<file path="src/rtl/ists_pkg.sv">
// ists_pkg: shared types, constants and lookup functions for the timestamp to
// epoch seconds unit. No dependencies; every file but ists_if imports it.
`default_nettype none

package ists_pkg;

   // text layout
   localparam int unsigned TS_LEN = 19;
   localparam logic [7:0] CH_MINUS = 8'h2D;
   localparam logic [7:0] CH_COLON = 8'h3A;
   localparam logic [7:0] CH_T     = 8'h54;
   localparam logic [7:0] CH_ZERO  = 8'h30;
   localparam logic [7:0] CH_NINE  = 8'h39;

   // year offset keeps the shifted year positive (three whole 400-year eras)
   localparam int unsigned YEAR_BIAS  = 1200;
   localparam int unsigned ERA_BIAS   = 3;
   // floor(x / 400) as (x * RECIP_400) >> RECIP_SHIFT, exact for x < 2^14
   localparam int unsigned RECIP_400   = 20972;
   localparam int unsigned RECIP_SHIFT = 23;
   localparam int unsigned DAYS_PER_ERA = 146097;
   localparam int unsigned EPOCH_SHIFT  = 719468;
   localparam int unsigned SEC_PER_DAY  = 86400;

   // field owning each text position
   typedef enum logic [2:0] {
      FLD_YEAR,
      FLD_MONTH,
      FLD_DAY,
      FLD_HOUR,
      FLD_MINUTE,
      FLD_SECOND,
      FLD_SEP
   } field_type;

   // back-end sequencer
   typedef enum logic [2:0] {
      BK_IDLE,
      BK_DIV,
      BK_YOE,
      BK_DAYS,
      BK_MUL,
      BK_OUT
   } bk_state_type;

   // one parsed timestamp handed from front to back
   typedef struct packed {
      logic               ok;
      logic signed [14:0] year;
      logic [3:0]         month;
      logic [4:0]         day;
      logic [4:0]         hour;
      logic [5:0]         minute;
      logic [5:0]         second;
   } date_type;

   function automatic field_type pos_field(input logic [4:0] pos);
      field_type f;
      case (pos)
         5'd0, 5'd1, 5'd2, 5'd3: f = FLD_YEAR;
         5'd5, 5'd6:             f = FLD_MONTH;
         5'd8, 5'd9:             f = FLD_DAY;
         5'd11, 5'd12:           f = FLD_HOUR;
         5'd14, 5'd15:           f = FLD_MINUTE;
         5'd17, 5'd18:           f = FLD_SECOND;
         default:                f = FLD_SEP;
      endcase
      return f;
   endfunction

   function automatic logic pos_first(input logic [4:0] pos);
      logic r;
      case (pos)
         5'd0, 5'd5, 5'd8, 5'd11, 5'd14, 5'd17: r = 1'b1;
         default:                               r = 1'b0;
      endcase
      return r;
   endfunction

   function automatic logic [7:0] pos_sep(input logic [4:0] pos);
      logic [7:0] c;
      case (pos)
         5'd4, 5'd7:   c = CH_MINUS;
         5'd10:        c = CH_T;
         5'd13, 5'd16: c = CH_COLON;
         default:      c = 8'h00;
      endcase
      return c;
   endfunction

   // days from march 1 to the first of the month, year starting in march
   function automatic logic [8:0] month_offset(input logic [3:0] month);
      logic [8:0] d;
      case (month)
         4'd3:    d = 9'd0;
         4'd4:    d = 9'd31;
         4'd5:    d = 9'd61;
         4'd6:    d = 9'd92;
         4'd7:    d = 9'd122;
         4'd8:    d = 9'd153;
         4'd9:    d = 9'd184;
         4'd10:   d = 9'd214;
         4'd11:   d = 9'd245;
         4'd12:   d = 9'd275;
         4'd1:    d = 9'd306;
         4'd2:    d = 9'd337;
         default: d = 9'd0;
      endcase
      return d;
   endfunction

endpackage

`default_nettype wire

</file>
<file path="src/rtl/ists_if.sv">
// ists_if: request and response channel interfaces (valid/ready plus payload).
// Depends on nothing; used by the front, back and top level.
`default_nettype none

interface ists_req_if;
   logic       valid;
   logic       ready;
   logic [7:0] char_code;
   logic       last;

   modport source (output valid, output char_code, output last, input ready);
   modport sink (input valid, input char_code, input last, output ready);
endinterface

interface ists_rsp_if;
   logic               valid;
   logic               ready;
   logic signed [38:0] epoch_seconds;
   logic               valid_res;

   modport source (output valid, output epoch_seconds, output valid_res, input ready);
   modport sink (input valid, input epoch_seconds, input valid_res, output ready);
endinterface

`default_nettype wire

</file>
<file path="src/rtl/ists_front.sv">
// ists_front: character parser; checks separators and digits, collects fields,
// range-checks them and pushes one date per string. Uses ists_pkg, ists_req_if.
`default_nettype none

module ists_front
   import ists_pkg::*;
(
   input  wire logic   clock,
   input  wire logic   reset,
   ists_req_if.sink    req_chan,
   input  wire logic   q_full,
   output logic        push,
   output date_type    push_data
);

   logic [4:0] pos_ff, pos_in;
   logic [13:0] year_ff, year_in;
   logic [6:0] mon_ff, mon_in;
   logic [6:0] day_ff, day_in;
   logic [6:0] hour_ff, hour_in;
   logic [6:0] min_ff, min_in;
   logic [6:0] sec_ff, sec_in;
   logic [5:0] neg_ff, neg_in;
   logic       err_ff, err_in;

   logic       accept;
   field_type  kind;
   logic       is_digit;
   logic [3:0] digit;
   logic       fields_ok;

   assign req_chan.ready = !q_full;
   assign accept = req_chan.valid && req_chan.ready;
   assign kind = pos_field(pos_ff);
   assign is_digit = (req_chan.char_code >= CH_ZERO) && (req_chan.char_code <= CH_NINE);
   assign digit = req_chan.char_code[3:0];

   // per-character update
   always_comb begin
      pos_in  = pos_ff;
      year_in = year_ff;
      mon_in  = mon_ff;
      day_in  = day_ff;
      hour_in = hour_ff;
      min_in  = min_ff;
      sec_in  = sec_ff;
      neg_in  = neg_ff;
      err_in  = err_ff;
      if (accept && (pos_ff < 5'(TS_LEN))) begin
         if (kind == FLD_SEP) begin
            if (req_chan.char_code != pos_sep(pos_ff)) begin
               err_in = 1'b1;
            end
         end else if (is_digit) begin
            case (kind)
               FLD_YEAR:   year_in = 14'(year_ff * 14'd10 + 14'(digit));
               FLD_MONTH:  mon_in  = 7'(mon_ff * 7'd10 + 7'(digit));
               FLD_DAY:    day_in  = 7'(day_ff * 7'd10 + 7'(digit));
               FLD_HOUR:   hour_in = 7'(hour_ff * 7'd10 + 7'(digit));
               FLD_MINUTE: min_in  = 7'(min_ff * 7'd10 + 7'(digit));
               default:    sec_in  = 7'(sec_ff * 7'd10 + 7'(digit));
            endcase
         end else if ((req_chan.char_code == CH_MINUS) && pos_first(pos_ff)) begin
            neg_in[kind] = 1'b1;
         end else begin
            err_in = 1'b1;
         end
         pos_in = pos_ff + 5'd1;
      end
   end

   // range checks; a negative zero counts as zero for time fields
   assign fields_ok = !neg_in[FLD_MONTH] && (mon_in >= 7'd1) && (mon_in <= 7'd12)
                   && !neg_in[FLD_DAY] && (day_in >= 7'd1) && (day_in <= 7'd31)
                   && (neg_in[FLD_HOUR] ? (hour_in == 7'd0) : (hour_in <= 7'd23))
                   && (neg_in[FLD_MINUTE] ? (min_in == 7'd0) : (min_in <= 7'd59))
                   && (neg_in[FLD_SECOND] ? (sec_in == 7'd0) : (sec_in <= 7'd60));

   // push one date on the last character
   assign push = accept && req_chan.last;
   always_comb begin
      push_data.ok     = (pos_in >= 5'(TS_LEN)) && !err_in && fields_ok;
      push_data.year   = neg_in[FLD_YEAR] ? -$signed({1'b0, year_in})
                                          : $signed({1'b0, year_in});
      push_data.month  = mon_in[3:0];
      push_data.day    = day_in[4:0];
      push_data.hour   = hour_in[4:0];
      push_data.minute = min_in[5:0];
      push_data.second = sec_in[5:0];
   end

   // parse state, cleared after each string
   always_ff @(posedge clock) begin
      if (reset || push) begin
         pos_ff  <= '0;
         year_ff <= '0;
         mon_ff  <= '0;
         day_ff  <= '0;
         hour_ff <= '0;
         min_ff  <= '0;
         sec_ff  <= '0;
         neg_ff  <= '0;
         err_ff  <= 1'b0;
      end else begin
         pos_ff  <= pos_in;
         year_ff <= year_in;
         mon_ff  <= mon_in;
         day_ff  <= day_in;
         hour_ff <= hour_in;
         min_ff  <= min_in;
         sec_ff  <= sec_in;
         neg_ff  <= neg_in;
         err_ff  <= err_in;
      end
   end

endmodule

`default_nettype wire

</file>
<file path="src/rtl/ists_queue.sv">
// ists_queue: small first-in first-out buffer of parsed dates between the
// parser and the arithmetic sequencer. Uses ists_pkg.
`default_nettype none

module ists_queue
   import ists_pkg::*;
#(
   parameter int unsigned DEPTH = 2
) (
   input  wire logic     clock,
   input  wire logic     reset,
   input  wire logic     push,
   input  wire date_type push_data,
   input  wire logic     pop,
   output date_type      head,
   output logic          full,
   output logic          not_empty
);

   localparam int unsigned PTR_W = (DEPTH > 1) ? $clog2(DEPTH) : 1;
   localparam int unsigned CNT_W = $clog2(DEPTH + 1);

   date_type           slot_ff [DEPTH];
   logic [PTR_W-1:0]   wr_ptr_ff, wr_ptr_in;
   logic [PTR_W-1:0]   rd_ptr_ff, rd_ptr_in;
   logic [CNT_W-1:0]   count_ff, count_in;

   assign full      = (count_ff == CNT_W'(DEPTH));
   assign not_empty = (count_ff != '0);
   assign head      = slot_ff[rd_ptr_ff];

   // pointer and count update
   always_comb begin
      wr_ptr_in = wr_ptr_ff;
      rd_ptr_in = rd_ptr_ff;
      count_in  = count_ff;
      if (push) begin
         wr_ptr_in = (wr_ptr_ff == PTR_W'(DEPTH - 1)) ? '0 : wr_ptr_ff + 1'b1;
      end
      if (pop) begin
         rd_ptr_in = (rd_ptr_ff == PTR_W'(DEPTH - 1)) ? '0 : rd_ptr_ff + 1'b1;
      end
      if (push && !pop) begin
         count_in = count_ff + 1'b1;
      end else if (pop && !push) begin
         count_in = count_ff - 1'b1;
      end
   end

   always_ff @(posedge clock) begin
      if (reset) begin
         wr_ptr_ff <= '0;
         rd_ptr_ff <= '0;
         count_ff  <= '0;
      end else begin
         wr_ptr_ff <= wr_ptr_in;
         rd_ptr_ff <= rd_ptr_in;
         count_ff  <= count_in;
      end
   end

   // storage
   always_ff @(posedge clock) begin
      if (push) begin
         slot_ff[wr_ptr_ff] <= push_data;
      end
   end

   a_no_overflow: assert property (@(posedge clock) disable iff (reset)
      full |-> !push)
      else $error("queue written while full");

   a_no_underflow: assert property (@(posedge clock) disable iff (reset)
      !not_empty |-> !pop)
      else $error("queue read while empty");

endmodule

`default_nettype wire

</file>
<file path="src/rtl/ists_back.sv">
// ists_back: multi-cycle days-from-civil sequencer and response register.
// Uses ists_pkg and ists_rsp_if; takes dates from ists_queue.
`default_nettype none

module ists_back
   import ists_pkg::*;
(
   input  wire logic     clock,
   input  wire logic     reset,
   input  wire date_type head,
   input  wire logic     not_empty,
   output logic          pop,
   ists_rsp_if.source    rsp_chan
);

   bk_state_type       state_ff, state_in;
   logic               ok_ff;
   logic [13:0]        yy_ff;
   logic [8:0]         doy_ff;
   logic [16:0]        tod_ff;
   logic [4:0]         q_ff;
   logic [8:0]         yoe_ff;
   logic signed [22:0] era_days_ff;
   logic signed [22:0] days_ff;
   logic signed [38:0] prod_ff;
   logic               rsp_valid_ff;
   logic signed [38:0] rsp_epoch_ff;
   logic               rsp_ok_ff;

   logic               out_free;
   logic               load_out;
   logic signed [15:0] yy_wide;
   logic [27:0]        recip_prod;
   logic signed [22:0] era_ext;
   logic [1:0]         cent;
   logic [17:0]        doe;
   logic signed [39:0] days_prod;

   assign out_free = !rsp_valid_ff || rsp_chan.ready;

   // sequencer
   always_comb begin
      state_in = state_ff;
      pop      = 1'b0;
      load_out = 1'b0;
      case (state_ff)
         BK_IDLE: begin
            if (not_empty) begin
               pop      = 1'b1;
               state_in = BK_DIV;
            end
         end
         BK_DIV:  state_in = BK_YOE;
         BK_YOE:  state_in = BK_DAYS;
         BK_DAYS: state_in = BK_MUL;
         BK_MUL:  state_in = BK_OUT;
         BK_OUT: begin
            if (out_free) begin
               load_out = 1'b1;
               state_in = BK_IDLE;
            end
         end
         default: state_in = BK_IDLE;
      endcase
   end

   always_ff @(posedge clock) begin
      if (reset) begin
         state_ff <= BK_IDLE;
      end else begin
         state_ff <= state_in;
      end
   end

   // shifted year: march-based, biased positive
   assign yy_wide = 16'(head.year) + 16'(YEAR_BIAS)
                  - ((head.month <= 4'd2) ? 16'sd1 : 16'sd0);
   // era by reciprocal multiply
   assign recip_prod = 28'(yy_ff) * 28'(RECIP_400);
   assign era_ext = 23'($signed({1'b0, q_ff})) - 23'(ERA_BIAS);
   // year of era split into centuries
   assign cent = 2'((yoe_ff >= 9'd100) + (yoe_ff >= 9'd200) + (yoe_ff >= 9'd300));
   assign doe = 18'(yoe_ff) * 18'd365 + 18'(yoe_ff >> 2) - 18'(cent) + 18'(doy_ff);
   assign days_prod = 40'(days_ff) * 40'(SEC_PER_DAY);

   // datapath registers
   always_ff @(posedge clock) begin
      case (state_ff)
         BK_IDLE: begin
            ok_ff  <= head.ok;
            yy_ff  <= yy_wide[13:0];
            doy_ff <= 9'(month_offset(head.month) + 9'(head.day) - 9'd1);
            tod_ff <= 17'(17'(head.hour) * 17'd3600 + 17'(head.minute) * 17'd60
                        + 17'(head.second));
         end
         BK_DIV: begin
            q_ff <= recip_prod[RECIP_SHIFT +: 5];
         end
         BK_YOE: begin
            yoe_ff      <= 9'(yy_ff - 14'(q_ff) * 14'd400);
            era_days_ff <= 23'(era_ext * 23'(DAYS_PER_ERA));
         end
         BK_DAYS: begin
            days_ff <= era_days_ff + $signed({5'd0, doe}) - 23'(EPOCH_SHIFT);
         end
         BK_MUL: begin
            prod_ff <= days_prod[38:0];
         end
         default: begin
         end
      endcase
   end

   // response register
   always_ff @(posedge clock) begin
      if (reset) begin
         rsp_valid_ff <= 1'b0;
      end else if (load_out) begin
         rsp_valid_ff <= 1'b1;
      end else if (rsp_chan.ready) begin
         rsp_valid_ff <= 1'b0;
      end
   end

   always_ff @(posedge clock) begin
      if (load_out) begin
         rsp_epoch_ff <= ok_ff ? prod_ff + 39'(tod_ff) : '0;
         rsp_ok_ff    <= ok_ff;
      end
   end

   assign rsp_chan.valid         = rsp_valid_ff;
   assign rsp_chan.epoch_seconds = rsp_epoch_ff;
   assign rsp_chan.valid_res     = rsp_ok_ff;

   a_fail_is_zero: assert property (@(posedge clock) disable iff (reset)
      rsp_valid_ff && !rsp_ok_ff |-> rsp_epoch_ff == '0)
      else $error("failed parse carries nonzero seconds");

   a_out_loaded: assert property (@(posedge clock) disable iff (reset)
      (state_ff == BK_OUT) && out_free |=> rsp_valid_ff && (state_ff == BK_IDLE))
      else $error("finished date not presented");

   a_pop_starts: assert property (@(posedge clock) disable iff (reset)
      pop |=> state_ff == BK_DIV)
      else $error("dequeued date not started");

endmodule

`default_nettype wire

</file>
<file path="src/rtl/iso_timestamp_to_epoch_seconds_unit.sv">
// iso_timestamp_to_epoch_seconds_unit: top level; parser, date queue and
// arithmetic sequencer. Uses ists_pkg, ists_if, ists_front, ists_queue, ists_back.
//
//   channel    dir  handshake      payload
//   req_chan   in   valid / ready  char_code[7:0], last
//   rsp_chan   out  valid / ready  epoch_seconds[38:0] signed, valid_res
//
// one request (character) per cycle while the date queue has room; a string's
// last request queues a parsed date; the sequencer turns one date at a time into
// seconds along its divide / era multiply / day multiply chain (DIV, YOE, DAYS, MUL)
// reset is synchronous and clears parser, queue and sequencer state
// req_chan.ready drops only while the date queue is full
// the response register frees the sequencer while a result waits on rsp_chan
`default_nettype none

module iso_timestamp_to_epoch_seconds_unit
   import ists_pkg::*;
#(
   parameter int unsigned QUEUE_DEPTH = 2
) (
   input  wire logic  clock,
   input  wire logic  reset,
   ists_req_if.sink   req_chan,
   ists_rsp_if.source rsp_chan
);

   logic     push;
   date_type push_data;
   logic     pop;
   date_type head;
   logic     q_full;
   logic     q_not_empty;

   ists_front u_front (
      .clock     (clock),
      .reset     (reset),
      .req_chan  (req_chan),
      .q_full    (q_full),
      .push      (push),
      .push_data (push_data)
   );

   ists_queue #(
      .DEPTH (QUEUE_DEPTH)
   ) u_queue (
      .clock     (clock),
      .reset     (reset),
      .push      (push),
      .push_data (push_data),
      .pop       (pop),
      .head      (head),
      .full      (q_full),
      .not_empty (q_not_empty)
   );

   ists_back u_back (
      .clock     (clock),
      .reset     (reset),
      .head      (head),
      .not_empty (q_not_empty),
      .pop       (pop),
      .rsp_chan  (rsp_chan)
   );

endmodule

`default_nettype wire

</file>
<file path="src/flat_wrapper.sv">
// flat-port wrapper written by rule: the top's interface ports become plain ports
module iso_timestamp_to_epoch_seconds_unit_flat import ists_pkg::*;
#(
   parameter int unsigned QUEUE_DEPTH = 2
)
  (clock, reset, req_chan_valid, req_chan_char_code, req_chan_last, req_chan_ready, rsp_chan_valid, rsp_chan_epoch_seconds, rsp_chan_valid_res, rsp_chan_ready);
  ists_req_if req_chan_i ();
  ists_rsp_if rsp_chan_i ();
  input  wire logic clock;
  input  wire logic reset;
  input wire logic [$bits(req_chan_i.valid)-1:0] req_chan_valid;
  input wire logic [$bits(req_chan_i.char_code)-1:0] req_chan_char_code;
  input wire logic [$bits(req_chan_i.last)-1:0] req_chan_last;
  output wire logic [$bits(req_chan_i.ready)-1:0] req_chan_ready;
  output wire logic [$bits(rsp_chan_i.valid)-1:0] rsp_chan_valid;
  output wire logic [$bits(rsp_chan_i.epoch_seconds)-1:0] rsp_chan_epoch_seconds;
  output wire logic [$bits(rsp_chan_i.valid_res)-1:0] rsp_chan_valid_res;
  input wire logic [$bits(rsp_chan_i.ready)-1:0] rsp_chan_ready;
  assign req_chan_i.valid = req_chan_valid;
  assign req_chan_i.char_code = req_chan_char_code;
  assign req_chan_i.last = req_chan_last;
  assign req_chan_ready = req_chan_i.ready;
  assign rsp_chan_valid = rsp_chan_i.valid;
  assign rsp_chan_epoch_seconds = rsp_chan_i.epoch_seconds;
  assign rsp_chan_valid_res = rsp_chan_i.valid_res;
  assign rsp_chan_i.ready = rsp_chan_ready;
  iso_timestamp_to_epoch_seconds_unit #(.QUEUE_DEPTH(QUEUE_DEPTH)) u_core (.clock(clock), .reset(reset), .req_chan(req_chan_i), .rsp_chan(rsp_chan_i));
endmodule
</file>
<file path="config.mk">
export PLATFORM = sky130hd
export DESIGN_NAME = iso_timestamp_to_epoch_seconds_unit_flat
export DESIGN_NICKNAME = d
export VERILOG_FILES = /design/src/rtl/ists_pkg.sv /design/src/rtl/ists_if.sv /design/src/rtl/ists_front.sv /design/src/rtl/ists_queue.sv /design/src/rtl/ists_back.sv /design/src/rtl/iso_timestamp_to_epoch_seconds_unit.sv /design/src/flat_wrapper.sv
export SDC_FILE = /design/constraint.sdc
export NUM_CORES = 1
export LEC_CHECK = 0
export ABC_CLOCK_PERIOD_IN_PS = 10600
export BUFFER_PORTS_ARGS = -buffer_cell sky130_fd_sc_hd__clkbuf_2
export CAP_MARGIN = 0
export CORE_ASPECT_RATIO = 0.8
export CORE_MARGIN = 1
export CORE_UTILIZATION = 65
export CTS_CLUSTER_DIAMETER = 100
export DETAILED_ROUTE_END_ITERATION = 8
export PLACE_DENSITY = 0.82
export SYNTH_ARGS = -nofsm -noshare
export SYNTH_HDL_FRONTEND = slang
export SYNTH_SLANG_ARGS = --single-unit
</file>
<file path="constraint.sdc">
create_clock -name clock -period 10.6 [get_ports clock]
set_input_delay 1.06 -clock clock [delete_from_list [all_inputs] [get_ports clock]]
set_output_delay 1.06 -clock clock [all_outputs]
set_load 0.02 [all_outputs]
</file>
==> reports/metrics.yaml <==
first_global_vias: 20586
cp_common_cell: "ha_1"
r2r_cells: 30
drt-initial-drc-count: 1150
clock-root-buffer: "clkbuf_16"
slowest_delay_ns: 0.61
vias: 20080
wl_um: 58600
port_buffers: 54
final_max_slew_viol_count: 0
synth_cell_type_count: 79
finalSetupViolations: 0
grt_use_total_pct: 25.5
finClkSkew_ns: 0.0258
ios: 55
fillCellCount: 3203
final_cell_mix: "592 x inv_1, 509 x ha_1, 255 x edfxtp_1"
critPathCaptureType: "flip-flop"
yosys_warnings: 0
worstPathRequired_ns: 10.88
cts.sinks: 328
setup_tns_ns: 0
cp.arrival_ns: 8.07
synth.avg_cell_area_sq_um: 10.5
yosysTopAreaCell: "edfxtp_1"
fin_crit_ns: 7.79
coreArea_sq_mm: 0.0458
path_clk_slew_ns: 0.06
routabilityCongestion: 0.904
crit_fanout: 6
grt_overflow: 0
crit_slowest_cell: "o41ai_1"
synthFlopType: "edfxtp_1"
ctsResizeCount: 0
synthArstFlopShare_pct: 0
grt_pass1_wl_um: 99300
hold_viol: 0
rsz0062_at_grt: "no"
synth_edf_count: 255
insertedDiodeCount: 0
die_area_sq_mm: 0.0473
ys_seq_area_share_pct: 30.2
worstMarginPinSlew_ns: 1.27
wl_per_cell_um: 16.3
drc: 0
criticalPathCategory: "reg2reg"
synthCells: 2887
grt_antenna_before_repair: 0
first_pass_iters: 5
tritoncts: "done"
syn_nets: 3622
syn_area_sq_mm: 0.0302
postCtsHoldBufs: 0
start_util_pct: 65.9
worstHoldPathCells: 2
grt_start_max_net_pins: 67
timing.fmax_ghz: 0.128
netlist_top_cells_area: "edfxtp_1 25%, ha_1 21%, fa_1 14%"
period_share_pct: 73.5
layout.nets: 3689
relSlewSlack_pct: 15.5
die_h_um: 195
numCtsBuffers: 35
num_rows: 70
drive_gt1_share_pct: 5.84
areaGrowthSynthToFinish_pct: 7.06
dp.final_hpwl_um: 46700
final_common_cell: "inv_1"
ant_nets: 0
vias_per_cell: 5.59
ys_ff_latch: 328
post-cts-setup-buffer-count: 0
status: "finished, final reports clean"
cts_max_path_buffers: 3
hold_class: "reg2reg"
clk-insertion-delay-late_ns: 0.55
critPathLaunchType: "flip-flop"
drv_cap: 0
dieWidth_um: 243
h-tree-depth: 2
synth_top_area_share_pct: 25.3
[cells by family (layout without fill, tap and decap cells)]
group	Yosys count	after routing	synth area share, %
AOI/OAI and AO/OA	384	384	8.35
xor gates and xnor gates	241	241	7.03
adders and majority gates	723	723	35.2
buffers and inverters	624	718	7.87
DFF	328	328	30.2
muxes	87	87	2.99
and+or+nand+nor	500	500	8.34
[layer usage]
layer	vias up	routed length, um	global-route usage, %	part of all wire (%)
met2	425	27200	41.4	46
li1	9813	-	-	-
met1	9755	27300	35.9	47
met5	-	0	0	0
met4	0	1240	6.78	2.1
met3	87	2760	3.85	4.7
[Yosys cell counts (12+ instances only)]
cell / number
inv_1: 592
ha_1: 509
edfxtp_1: 255
fa_1: 213
xnor2_1: 186
nor2_1: 171
a21oi_1: 134
dfxtp_1: 73
nand2_1: 70
mux2i_1: 62
a21o_1: 54
xor2_1: 54
o21ai_0: 51
nor2b_1: 46
nor3_1: 46
nand3_1: 37
mux2_2: 25
clkbuf_1: 22
o21bai_1: 22
nand2b_1: 21
a31oi_1: 20
and3_1: 18
and2_1: 17
o21a_1: 17
o31ai_1: 16
nor3b_1: 12
[worst max-delay path, delay by kind of cell, from the launching register on]
family          cells  cell delay [ns]
fa+ha+maj           9             3.10
buf+inv             3             0.15
xor+xnor            2             0.31
compound gates     11             2.80
flops               1             0.53
simple gates        5             0.62
[cell type report]
class	count	area [sq um]	area share [%]
Clock buffer	47	1020	3.14
Clock inverter	17	144	0.445
Tap cell	612	766	2.37
Timing Repair Buffer	62	330	1.02
Inverter	592	2220	6.87
Sequential cell	328	9120	28.2
Multi-Input combinational cell	1935	18700	58.0
[final timing paths]
kind,from,end,slack (ns)
setup reg to reg,u_core.u_back.yoe_ff[4],u_core.u_back.days_ff[22],2.81
hold reg to reg,u_core.u_front.neg_ff[2],u_core.u_front.neg_ff[2],0.48
hold / removal,u_core.u_front.neg_ff[2],u_core.u_front.neg_ff[2],0.48
setup / recovery,u_core.u_back.yoe_ff[4],u_core.u_back.days_ff[22],2.81
[stage by stage]
step | hold WS, ns | worst slack (ns) | area [sq um] | std cells | util (%)
after floorplan | 0.435 | 3.68 | 30200 | 2887 | -
after global placement | 0.449 | 3.04 | 31200 | 3529 | 68.1
after detailed placement | 0.464 | 2.88 | 31200 | 3529 | 68.1
after CTS | 0.478 | 2.84 | 32300 | 3593 | 70.6
after global routing | 0.495 | 2.29 | 32300 | 3593 | 70.6
final | 0.476 | 2.81 | 32300 | 3593 | 70.6
[registers in the layout, summed over array words and instances (netlist names), 2 cells and up, named ones only]
name / cells
u_core.u_front.year_ff: 14
u_core.u_front.min_ff: 7
u_core.u_front.kind: 3
u_core.u_back.prod_ff: 32
u_core.u_front.mon_ff: 7
u_core.u_back.tod_ff: 17
u_core.u_queue.slot_ff: 82
u_core.u_back.state_ff: 3
u_core.u_front.hour_ff: 7
u_core.u_front.day_ff: 7
u_core.u_front.pos_ff: 5
u_core.u_back.q_ff: 5
u_core.u_front.sec_ff: 7
u_core.u_queue.count_ff: 2
u_core.u_back.yy_ff: 14
u_core.u_back.era_days_ff: 23
u_core.u_back.doy_ff: 9
u_core.u_front.neg_ff: 6
u_core.u_back.yoe_ff: 9
u_core.u_back.rsp_chan.epoch_seconds: 39
u_core.u_back.days_ff: 23
Power is not shown: default switching activity piles up to over one toggle a cycle in this logic, so the estimate is an artifact.
